[config.mk]
export PLATFORM = sky130hd
export DESIGN_NAME = trmt_cell
export DESIGN_NICKNAME = d
export VERILOG_FILES = /design/src/rtl/core/trmt_pkg.sv /design/src/rtl/core/trmt_cell.sv
export SDC_FILE = /design/constraint.sdc
export NUM_CORES = 1
export LEC_CHECK = 0
export ABC_AREA = 1
export ABC_CLOCK_PERIOD_IN_PS = 2300
export BUFFER_PORTS_ARGS = -buffer_cell sky130_fd_sc_hd__buf_2
export CAP_MARGIN = 15
export CORE_AREA = 3 3 153 155
export DETAILED_ROUTE_END_ITERATION = 8
export DIE_AREA = 0 0 156 158
export PLACE_DENSITY = 0.7
export SETUP_SLACK_MARGIN = 0.05
export SYNTH_ARGS = -nofsm -noshare
export SYNTH_HDL_FRONTEND = slang
export SYNTH_SLANG_ARGS = --single-unit
[constraint.sdc]
create_clock -name clk -period 2.3 [get_ports clk]
set_clock_uncertainty 0.05 [all_clocks]
set_input_delay 0.46 -clock clk [delete_from_list [all_inputs] [get_ports clk]]
set_output_delay 0.46 -clock clk [all_outputs]
set_load 0.1 [all_outputs]
[src/rtl/core/trmt_pkg.sv]
// shared types and constants for the time range membership table
`default_nettype none

package trmt_pkg;

    localparam int MAX_RANGES = 16;
    localparam int CNT_W = $clog2(MAX_RANGES + 1);
    localparam int STORED_COUNT_W = 5;
    localparam int TIME_W = 64;

    typedef logic [1:0] req_type_t;
    typedef logic signed [TIME_W-1:0] time_t;
    typedef logic [STORED_COUNT_W-1:0] stored_count_t;
    typedef logic [CNT_W-1:0] cnt_t;

    localparam req_type_t REQ_CLEAR  = 2'd0;
    localparam req_type_t REQ_APPEND = 2'd1;
    localparam req_type_t REQ_QUERY  = 2'd2;

    // query token walking down the cell chain
    typedef struct packed {
        logic  valid;
        logic  hit;
        time_t qt;
    } token_t;

endpackage

`default_nettype wire

[src/rtl/core/trmt_cell.sv]
// one table cell: holds a range, shifts it on append, tests the passing query token
`default_nettype none

module trmt_cell (
    input  wire logic             clk,
    input  wire logic             rst_n,
    input  wire logic             occupied,
    input  wire logic             shift_en,
    input  wire trmt_pkg::time_t  start_in,
    input  wire trmt_pkg::time_t  end_in,
    output      trmt_pkg::time_t  start_out,
    output      trmt_pkg::time_t  end_out,
    input  wire trmt_pkg::token_t tok_in,
    output      trmt_pkg::token_t tok_out
);
    import trmt_pkg::*;

    time_t  start_reg;
    time_t  end_reg;
    logic   tok_valid_reg;
    logic   tok_hit_reg;
    time_t  tok_qt_reg;
    logic   covers;

    // entry storage, no reset: only cells below the count are ever looked at
    always_ff @(posedge clk)
    begin
        if (shift_en)
        begin
            start_reg <= start_in;
            end_reg   <= end_in;
        end
    end

    // both ends inclusive
    assign covers = occupied
                 && ($signed(start_reg) <= $signed(tok_in.qt))
                 && ($signed(tok_in.qt) <= $signed(end_reg));

    always_ff @(posedge clk or negedge rst_n)
    begin
        if (!rst_n)
        begin
            tok_valid_reg <= 1'b0;
        end
        else
        begin
            tok_valid_reg <= tok_in.valid;
        end
    end

    always_ff @(posedge clk)
    begin
        tok_hit_reg <= tok_in.hit || covers;
        tok_qt_reg  <= tok_in.qt;
    end

    assign start_out     = start_reg;
    assign end_out       = end_reg;
    assign tok_out.valid = tok_valid_reg;
    assign tok_out.hit   = tok_hit_reg;
    assign tok_out.qt    = tok_qt_reg;

endmodule

`default_nettype wire

==> out/metrics.yaml, run 1 <==
status: "completed"
ys_seq_area_share_pct: 58.5
synth_edf_count: 128
first_global_vias: 6968
worstPathCellList: "ha_1, nand2_1, o21bai_1, nand2_1, a21oi_1, nand2_1, a21oi_2, nand2_2, nand2_2, nand3_2, nand3_2, nand2_1"
drt_first_pass_iters: 4
r2r_slack_ns: 0.25
drive_gt1_share_pct: 38.0
path_class: "reg -> reg"
finalMaxSlewViolations: 0
synth_largest_area_cell: "edfxtp_1"
post-synth-top-area-fraction_pct: 43.5
vias: 6819
synth_cell_types: 27
switchingPower_mw: 4.02
maxCapViolations: 0
power_leakage_nw: 6.31
setup_ws_ns: 0.255
io_pins: 392
syn_area_um2: 8840
dieArea_um2: 24600
crit_slowest_cell: "edfxtp_1"
hold_slack_ns: 0.0782
crit_buf_inv: 0
cts.sinks: 194
path_max_fanout: 2
antenna_found_initial: 0
core-area_um2: 22000
clock_path_buffers: 2
setup_viol: 0
slew_headroom_pct: 63.7
routed_wl_mm: 24.1
hold_violations: 0
syn-instance-count: 801
vdd_drop_max_mv: 0.493
floorplan.initialDensity_pct: 40.2
drt-vias-per-instance: 4.51
yosysWarningCount: 0
pwr-share-comb_pct: 29.8
final_util_pct: 54.2
async_reset_ff_share_pct: 0.515
gp_congestion: 0.861
clk_latency_ns: 0.44
crit_arrival_ns: 2.33
ctsHtreeMaxLevel: 4
power_density_nw_per_um2: 854
end_kind: "flip-flop"
cts_root_buffer: "clkbuf_16"
area_growth_syn_to_layout_pct: 34.6
syn_nets: 1127
rows: 54
numCtsBuffers: 17
rsz0062_at_grt: "false"
start_kind: "flip-flop"
place_ws_ns: -0.0715
crit_path_frequent_cell: "nand2_1"
wire_per_inst_um: 15.9
layout_common_cells: "buf_2, inv_1, nand2_1, edfxtp_1, ha_1"
hp-class: "in -> reg"
min_period_ns: 2.05
nets: 1545
ant_nets: 0
synth-seq-cells: 194
power_frac_clock_pct: 29.7
drc_errors: 0
final_common_cell: "buf_2"
dieHeight_um: 158
cts_tree: "done"
stdcell_count: 1512
p_seq_share_pct: 40.5
critPathMaxStageDelay_ns: 0.44
grt_overflow: 0
post-route-period-util_pct: 88.9
grt_max_degree: 45
syn_avg_cell_area_um2: 11.0
p_sw_share_pct: 39.6
fmax_mhz: 489
dpl.cell_count: 1478
grt_use_total_pct: 18.9
portBuffers: 391
fillers: 1967
path_clk_slew_ns: 0.08
grt_pass1_wl_mm: 35.5
ys.flop_type: "edfxtp_1"
p_int_mw: 6.14
synthTopCellsByArea: "edfxtp_1, ha_1, dfxtp_1"
required_ns: 2.58
antenna_cells: 0
die_w_um: 156
drtIter0Drc: 257
dp_hpwl_mm: 20.1
cp_top_family: "simple AND/OR/NAND/NOR gates"
tightest_slew_ns: 0.548
## per-layer routing
| metal | up-vias | wire length [um] | part of all wire, % | global-route usage [%] |
|---|---|---|---|---|
| met2 | 284 | 12400 | 51 | 35.0 |
| met3 | 31 | 1850 | 7.7 | 5.39 |
| met5 | - | 0 | 0 | 0 |
| met1 | 3049 | 9330 | 39 | 20.6 |
| met4 | 0 | 558 | 2.3 | 6.56 |
| li1 | 3455 | - | - | - |
## worst reg2reg max path: stages, from the launching register on
cell and delay, ns:
edfxtp_1 0.44, ha_1 0.33, nand2_1 0.09, o21bai_1 0.10
nand2_1 0.06, a21oi_1 0.16, nand2_1 0.14, a21oi_2 0.25
nand2_2 0.08, nand2_2 0.06, nand3_2 0.06, nand3_2 0.07
nand2_1 0.04
## power by group through the flow
stage	clock network, mW	registers, mW	logic (mW)
2_1_floorplan	0	5.92	0.599
3_3_place_gp	0	4.19	3.00
3_5_place_dp	0	4.20	3.04
4_1_cts	3.10	4.12	3.05
5_1_grt	3.24	4.14	3.22
6_report	3.02	4.11	3.03
## worst paths after layout
| kind | from | endpoint | cells after the start |
|---|---|---|---|
| max | start_out[43] | tok_hit_reg | 12 |
| min in group asynchronous | rst_n | tok_valid_reg | 2 |
| min reg2reg | end_out[0] | tok_hit_reg | 7 |
| max in group asynchronous | rst_n | tok_valid_reg | 2 |
| min | tok_in[65] | tok_valid_reg | 1 |
| max reg2reg | start_out[43] | tok_hit_reg | 12 |
## per-stage QoR
stage	power (mW)	cell area [um^2]	setup TNS, ns
floorplan	6.51	8860	-0.0558
global placement	7.19	11200	-0.113
detailed placement	7.23	11200	-0.0715
CTS	10.3	11900	0
global route	10.6	11900	0
finish	10.2	11900	0
## logic make-up (layout without fill, tap and decap cells)
family,after synthesis,in the layout,synth area share (%)
and+or+nand+nor,235,235,11.5
DFF,194,194,58.5
buffers and inverters,176,607,7.56
adders and majority gates,128,128,18.1
AOI/OAI and AO/OA,68,68,4.32
## what timing repair did
action | CTS | global route
resized for setup | 0 | 6
setup endpoints to repair | 0 | 1
endpoints found under the hold margin | 1 | 0
hold buffers | 1 | 0
buffers inserted | 0 | 1
## area by class of cell
cell class	instances	area [um^2]	area share, %
multi-input cells	431	3060	25.7
clock buffers	18	429	3.61
flip-flops and latches	194	5170	43.5
repair buffers	401	2070	17.4
clock inverters	14	168	1.41
well taps	280	350	2.95
inverters	174	653	5.49
## cell usage after synthesis, types with 5 or more instances
library cell	n
nor2_1	37
o21ai_0	5
inv_2	5
ha_1	128
nand2_2	8
a21o_1	7
nand4_1	9
nand3_1	9
a21oi_1	49
inv_1	169
nor2_2	5
edfxtp_1	128
nand2_1	157
dfxtp_1	65
No activity file was read; power rests on OpenSTA's default activity.
==> inputs of run 2 (changes only) <==
Settings changed: PLACE_DENSITY 0.7 to 0.8.
==> out/metrics.yaml, run 2 (synthesis results as in run 1) <==
status: "completed"
cts_root_buffer: "clkbuf_16"
postLayoutCellArea_um2: 11900  # +0.17%
core-area_um2: 22000  # unchanged
clk_latency_ns: 0.43  # about the same
wire_per_inst_um: 16.3  # +2.0%
timing.rr.start: "end_out[47]"
drtIter0Drc: 271  # +5.4%
end_kind: "flip-flop"
grt_use_total_pct: 19.3  # +0.46 points
drc_errors: 0  # unchanged
r2r_cells: 13  # +1
setup_viol: 0  # unchanged
crit_cells: 13  # +1
floorplan.initialDensity_pct: 40.2  # unchanged
drt_first_pass_iters: 4  # unchanged
final_common_cell: "buf_2"
vdd_drop_max_mv: 0.494  # +0.14%
grt_overflow: 0  # unchanged
dieArea_um2: 24600  # unchanged
numCtsBuffers: 17  # unchanged
rsz0062_at_grt: "false"
post-route-period-util_pct: 88.3  # -0.61 points
maxCapViolations: 0  # unchanged
crit_end: "tok_hit_reg"
drive_gt1_share_pct: 38.0  # about the same
routed_wl_mm: 24.6  # +1.9%
critPathMaxStageDelay_ns: 0.37  # -0.07 ns
r2r_slack_ns: 0.27  # about the same
path_clk_slew_ns: 0.08  # about the same
cts_tree: "done"
ctsHtreeMaxLevel: 4  # unchanged
dpl.cell_count: 1474  # -0.27%
nets: 1543  # -0.13%
path_max_fanout: 3  # +1
setup_tns_ns: 0  # unchanged
grt_max_degree: 59  # +31%
power_leakage_nw: 6.31  # about the same
placed_area_um2: 11200  # -0.30%
portBuffers: 391  # unchanged
slew_headroom_pct: 64.0  # +0.28 points
antenna_found_initial: 2  # +2
die_w_um: 156  # unchanged
rows: 54  # unchanged
cp_top_family: "simple AND/OR/NAND/NOR gates"
io_pins: 392  # unchanged
hp-class: "in -> reg"
hold_violations: 0  # unchanged
crit_slowest_cell: "edfxtp_1"
tightest_slew_ns: 0.544  # -0.00423 ns
finalMaxSlewViolations: 0  # unchanged
startpoint: "end_out[47]"
required_ns: 2.57  # about the same
grt_pass1_wl_mm: 36.1  # +1.9%
dp_hpwl_mm: 20.7  # +2.8%
crit_path_frequent_cell: "nand2_1"
power_density_nw_per_um2: 862  # +0.86%
gp_congestion: 0.876  # +1.7%
hold_slack_ns: 0.0890  # +0.0107 ns
start_kind: "flip-flop"
min_period_ns: 2.03  # -0.0141 ns
vias: 6848  # +0.43%
layout_common_cells: "buf_2, inv_1, nand2_1, edfxtp_1, ha_1"
first_global_vias: 6930  # -0.55%
cts.sinks: 194  # unchanged
crit_buf_inv: 1  # +1
ant_nets: 0  # unchanged
fmax_mhz: 492  # +0.69%
path_class: "reg -> reg"
clock_path_buffers: 2  # unchanged
stdcell_count: 1511  # -0.066%
crit_arrival_ns: 2.31  # -0.02 ns
regToRegEndpoint: "tok_hit_reg"
area_growth_syn_to_layout_pct: 34.8
worstPathCellList: "inv_2, ha_4, nand4_1, nor2_4, nand3_2, nor3b_4, nand2_1, nand2_1, nand2_1, nand2_1, nand2_1, nand3_2, nand2_1"
drt-vias-per-instance: 4.53  # +0.49%
p_total_mw: 10.3  # +1.0%
dieHeight_um: 158  # unchanged
run 2: changes by cell type in the layout (fill, tap and decap cells not counted), sizes merged:
| cell | delta |
|---|---|
| diode | +1 |
| clkinv | -1 |
| buf | -2 |
| bufinv | +1 |
run 2: cell type report:
class | instances | area (um^2)
Antenna cell | 1 | 2.50
Clock buffer | 18 | 429
Clock inverter | 14 | 195
Fill cell | 1926 | 10000
Tap cell | 280 | 350
Sequential cell | 194 | 5170
Multi-Input combinational cell | 431 | 3070
Timing Repair Buffer | 399 | 2050
Inverter | 174 | 653
run 2: per-stage QoR:
stage	utilization, %	setup WS, ns
floorplan	-	-0.0558
global placement	51.1	-0.00695
detailed placement	51.1	-0.0513
CTS	54.0	0.134
global route	54.3	0.0404
finish	54.3	0.269
run 2: power by group:
part	total [mW]	switching (mW)	internal, mW
Sequential	4.12	0.134	3.98
Clock	3.11	1.44	1.67
Combinational	3.04	2.44	0.593
run 2: worst min-delay path by stage:
stage | start | to | depth (start not counted)
CTS | tok_in[65] | tok_valid_reg | 1
detailed placement | rst_n | tok_valid_reg | 1
global placement | rst_n | tok_valid_reg | 1
global route | tok_in[65] | tok_valid_reg | 1
finish | tok_in[65] | tok_valid_reg | 1
floorplan | rst_n | tok_valid_reg | 0
run 2: worst register-to-register path, cell delays in order, from the launching register on:
cell and delay, ns:
edfxtp_1 0.37, inv_2 0.05, ha_4 0.27, nand4_1 0.20, nor2_4 0.19, nand3_2 0.11, nor3b_4 0.28, nand2_1 0.10
nand2_1 0.07, nand2_1 0.05, nand2_1 0.05, nand2_1 0.05, nand3_2 0.05, nand2_1 0.04
run 2: routing by layer:
layer  wire length, um  track usage [%]  vias up  part of all wire, %
met3              1870             5.66       28                  7.6
met1              9130             20.9     3091                   37
met5                13                0        -                0.053
li1                  -                -     3445                    -
met4               490             6.10        2                  2.0
met2             13100             36.3      282                   53
run 2: timing repair:
item	CTS	global route
gates resized for setup	0	7
endpoints found under the setup margin	0	1
hold buffers	1	0
buffers inserted	0	3
endpoints found under the hold margin	1	0
==> inputs of run 3 (changes only) <==
==> constraint.sdc (replaced) <==
create_clock -name clk -period 2.3 [get_ports clk]
set_clock_uncertainty 0.05 [all_clocks]
set_input_delay 0.575 -clock clk [delete_from_list [all_inputs] [get_ports clk]]
set_output_delay 0.575 -clock clk [all_outputs]
set_load 0.01 [all_outputs]
==> out/metrics.yaml, run 3 (synthesis results as in run 1) <==
grt_use_total_pct: 19.3  # -0.048 points
crit_slowest_cell: "edfxtp_1"
critPathMaxStageDelay_ns: 0.37  # about the same
clk_latency_ns: 0.43  # about the same
cts_tree: "done"
vdd_drop_max_mv: 0.457  # -7.4%
die_w_um: 156  # unchanged
worstPathCellList: "inv_1, ha_1, nand4_1, nor2_4, nand3_4, nor3b_4, nand2_1, nand2_1, nand2_1, nand2_1, nand2_1, nand3_2, nand2_1"
required_ns: 2.58  # about the same
core-area_um2: 22000  # unchanged
setup_viol: 0  # unchanged
tightest_slew_ns: 0.405  # -0.139 ns
numCtsBuffers: 17  # unchanged
hp-class: "in -> reg"
crit_arrival_ns: 2.31  # about the same
final_util_pct: 54.5  # +0.26 points
drive_gt1_share_pct: 38.4  # +0.46 points
drt-vias-per-instance: 4.63  # +2.2%
stdcell_count: 1530  # +1.3%
drc_errors: 0  # unchanged
hold_violations: 0  # unchanged
ant_nets: 0  # unchanged
power_leakage_nw: 6.38  # +1.2%
rsz0062_at_grt: "false"
floorplan.initialDensity_pct: 40.2  # unchanged
placed_area_um2: 11300  # +1.1%
grt_overflow: 0  # unchanged
grt_max_degree: 69  # +17%
drt_first_pass_iters: 4  # unchanged
antenna_found_initial: 1  # -1
postLayoutCellArea_um2: 12000  # +0.47%
layout_common_cells: "buf_2, inv_1, nand2_1, ha_1, edfxtp_1"
status: "completed"
power_density_nw_per_um2: 702  # -18%
post-route-period-util_pct: 88.3  # about the same
crit_buf_inv: 1  # unchanged
vias: 7085  # +3.5%
min_period_ns: 2.03  # -0.00113 ns
routed_wl_mm: 24.7  # +0.49%
clock_path_buffers: 2  # unchanged
dieArea_um2: 24600  # unchanged
drtIter0Drc: 274  # +1.1%
dpl.cell_count: 1494  # +1.4%
gp_congestion: 0.879  # +0.33%
cp_top_family: "simple AND/OR/NAND/NOR gates"
nets: 1562  # +1.2%
fillers: 1912  # -0.73%
slew_headroom_pct: 73.0  # +9.0 points
io_pins: 392  # unchanged
finalMaxSlewViolations: 0  # unchanged
ctsHtreeMaxLevel: 4  # unchanged
multi_input_comb_area_um2: 3030  # -1.1%
hold_slack_ns: 0.205  # +0.116 ns
rows: 54  # unchanged
wire_per_inst_um: 16.1  # -0.76%
grt_pass1_wl_mm: 36.6  # +1.2%
dp_hpwl_mm: 20.7  # +0.24%
cts_root_buffer: "clkbuf_16"
dieHeight_um: 158  # unchanged
final_common_cell: "buf_2"
path_clk_slew_ns: 0.08  # about the same
end_kind: "flip-flop"
path_class: "reg -> reg"
fmax_mhz: 493  # about the same
seqCellArea_um2: 5170  # unchanged
start_kind: "flip-flop"
crit_path_frequent_cell: "nand2_1"
area_growth_syn_to_layout_pct: 35.4
first_global_vias: 7268  # +4.9%
maxCapViolations: 0  # unchanged
portBuffers: 391  # unchanged
path_max_fanout: 2  # -1
cts.sinks: 194  # unchanged
## run 3: changes by cell type in the layout (fill, tap and decap cells not counted), moves of 2 or more
| cell | before | now |
|---|---|---|
| inv_1 | 167 | 169 |
| ha_1 | 125 | 128 |
| bufinv_16 | 2 | 0 |
| inv_2 | 7 | 5 |
| inv_6 | 4 | 2 |
| ha_4 | 3 | 0 |
| clkinv_2 | 0 | 2 |
| inv_8 | 3 | 5 |
| buf_4 | 6 | 25 |
## run 3: repair_timing
item / in CTS / in global routing
endpoints found under the hold margin: 1 / 0
buffers inserted: 0 / 2
gates resized for setup: 0 / 7
setup endpoints to repair: 0 / 1
hold buffers: 1 / 0
## run 3: metrics by stage
step           power, mW  setup TNS, ns  worst slack, ns
2_1_floorplan       4.86              0            0.366
3_5_place_dp        5.61         -0.197           -0.197
5_1_grt             8.83              0           0.0271
3_3_place_gp        5.56         -0.148           -0.148
6_report            8.41              0            0.270
4_1_cts             8.51              0            0.113
## run 3: final timing paths
path	from	endpoint	slack, ns	cells past startpoint
max reg2reg	end_out[45]	tok_hit_reg	0.27	13
min reg2reg	end_out[0]	tok_hit_reg	0.90	7
max	end_out[45]	tok_hit_reg	0.27	13
max in group asynchronous	rst_n	tok_valid_reg	1.72	2
min in group asynchronous	rst_n	tok_valid_reg	0.40	2
min	tok_in[65]	tok_valid_reg	0.21	1
## run 3: where the power goes
| group | internal (mW) | switching (mW) | leakage [nW] | total (mW) |
|---|---|---|---|---|
| logic | 0.608 | 0.801 | 4.29 | 1.41 |
| clock network | 1.45 | 1.43 | 0.284 | 2.88 |
| registers | 3.98 | 0.132 | 1.81 | 4.12 |
| total | 6.04 | 2.37 | 6.38 | 8.41 |
## run 3: cell type report
| type | instances | share of cell area [%] |
|---|---|---|
| Inverter | 174 | 5.46 |
| Tap cell | 280 | 2.93 |
| Multi-Input combinational cell | 431 | 25.3 |
| Antenna cell | 1 | 0.0209 |
| Timing Repair Buffer | 418 | 18.3 |
| Clock inverter | 14 | 1.19 |
| Sequential cell | 194 | 43.2 |
| Clock buffer | 18 | 3.59 |
## run 3: layer usage
layer	routed length [um]	up-vias	part of all wire (%)	track usage (%)
li1	-	3493	-	-
met1	9100	3239	37	20.5
met2	13000	313	53	36.2
met3	2080	38	8.4	6.15
met4	514	2	2.1	6.14
met5	20	-	0.081	0
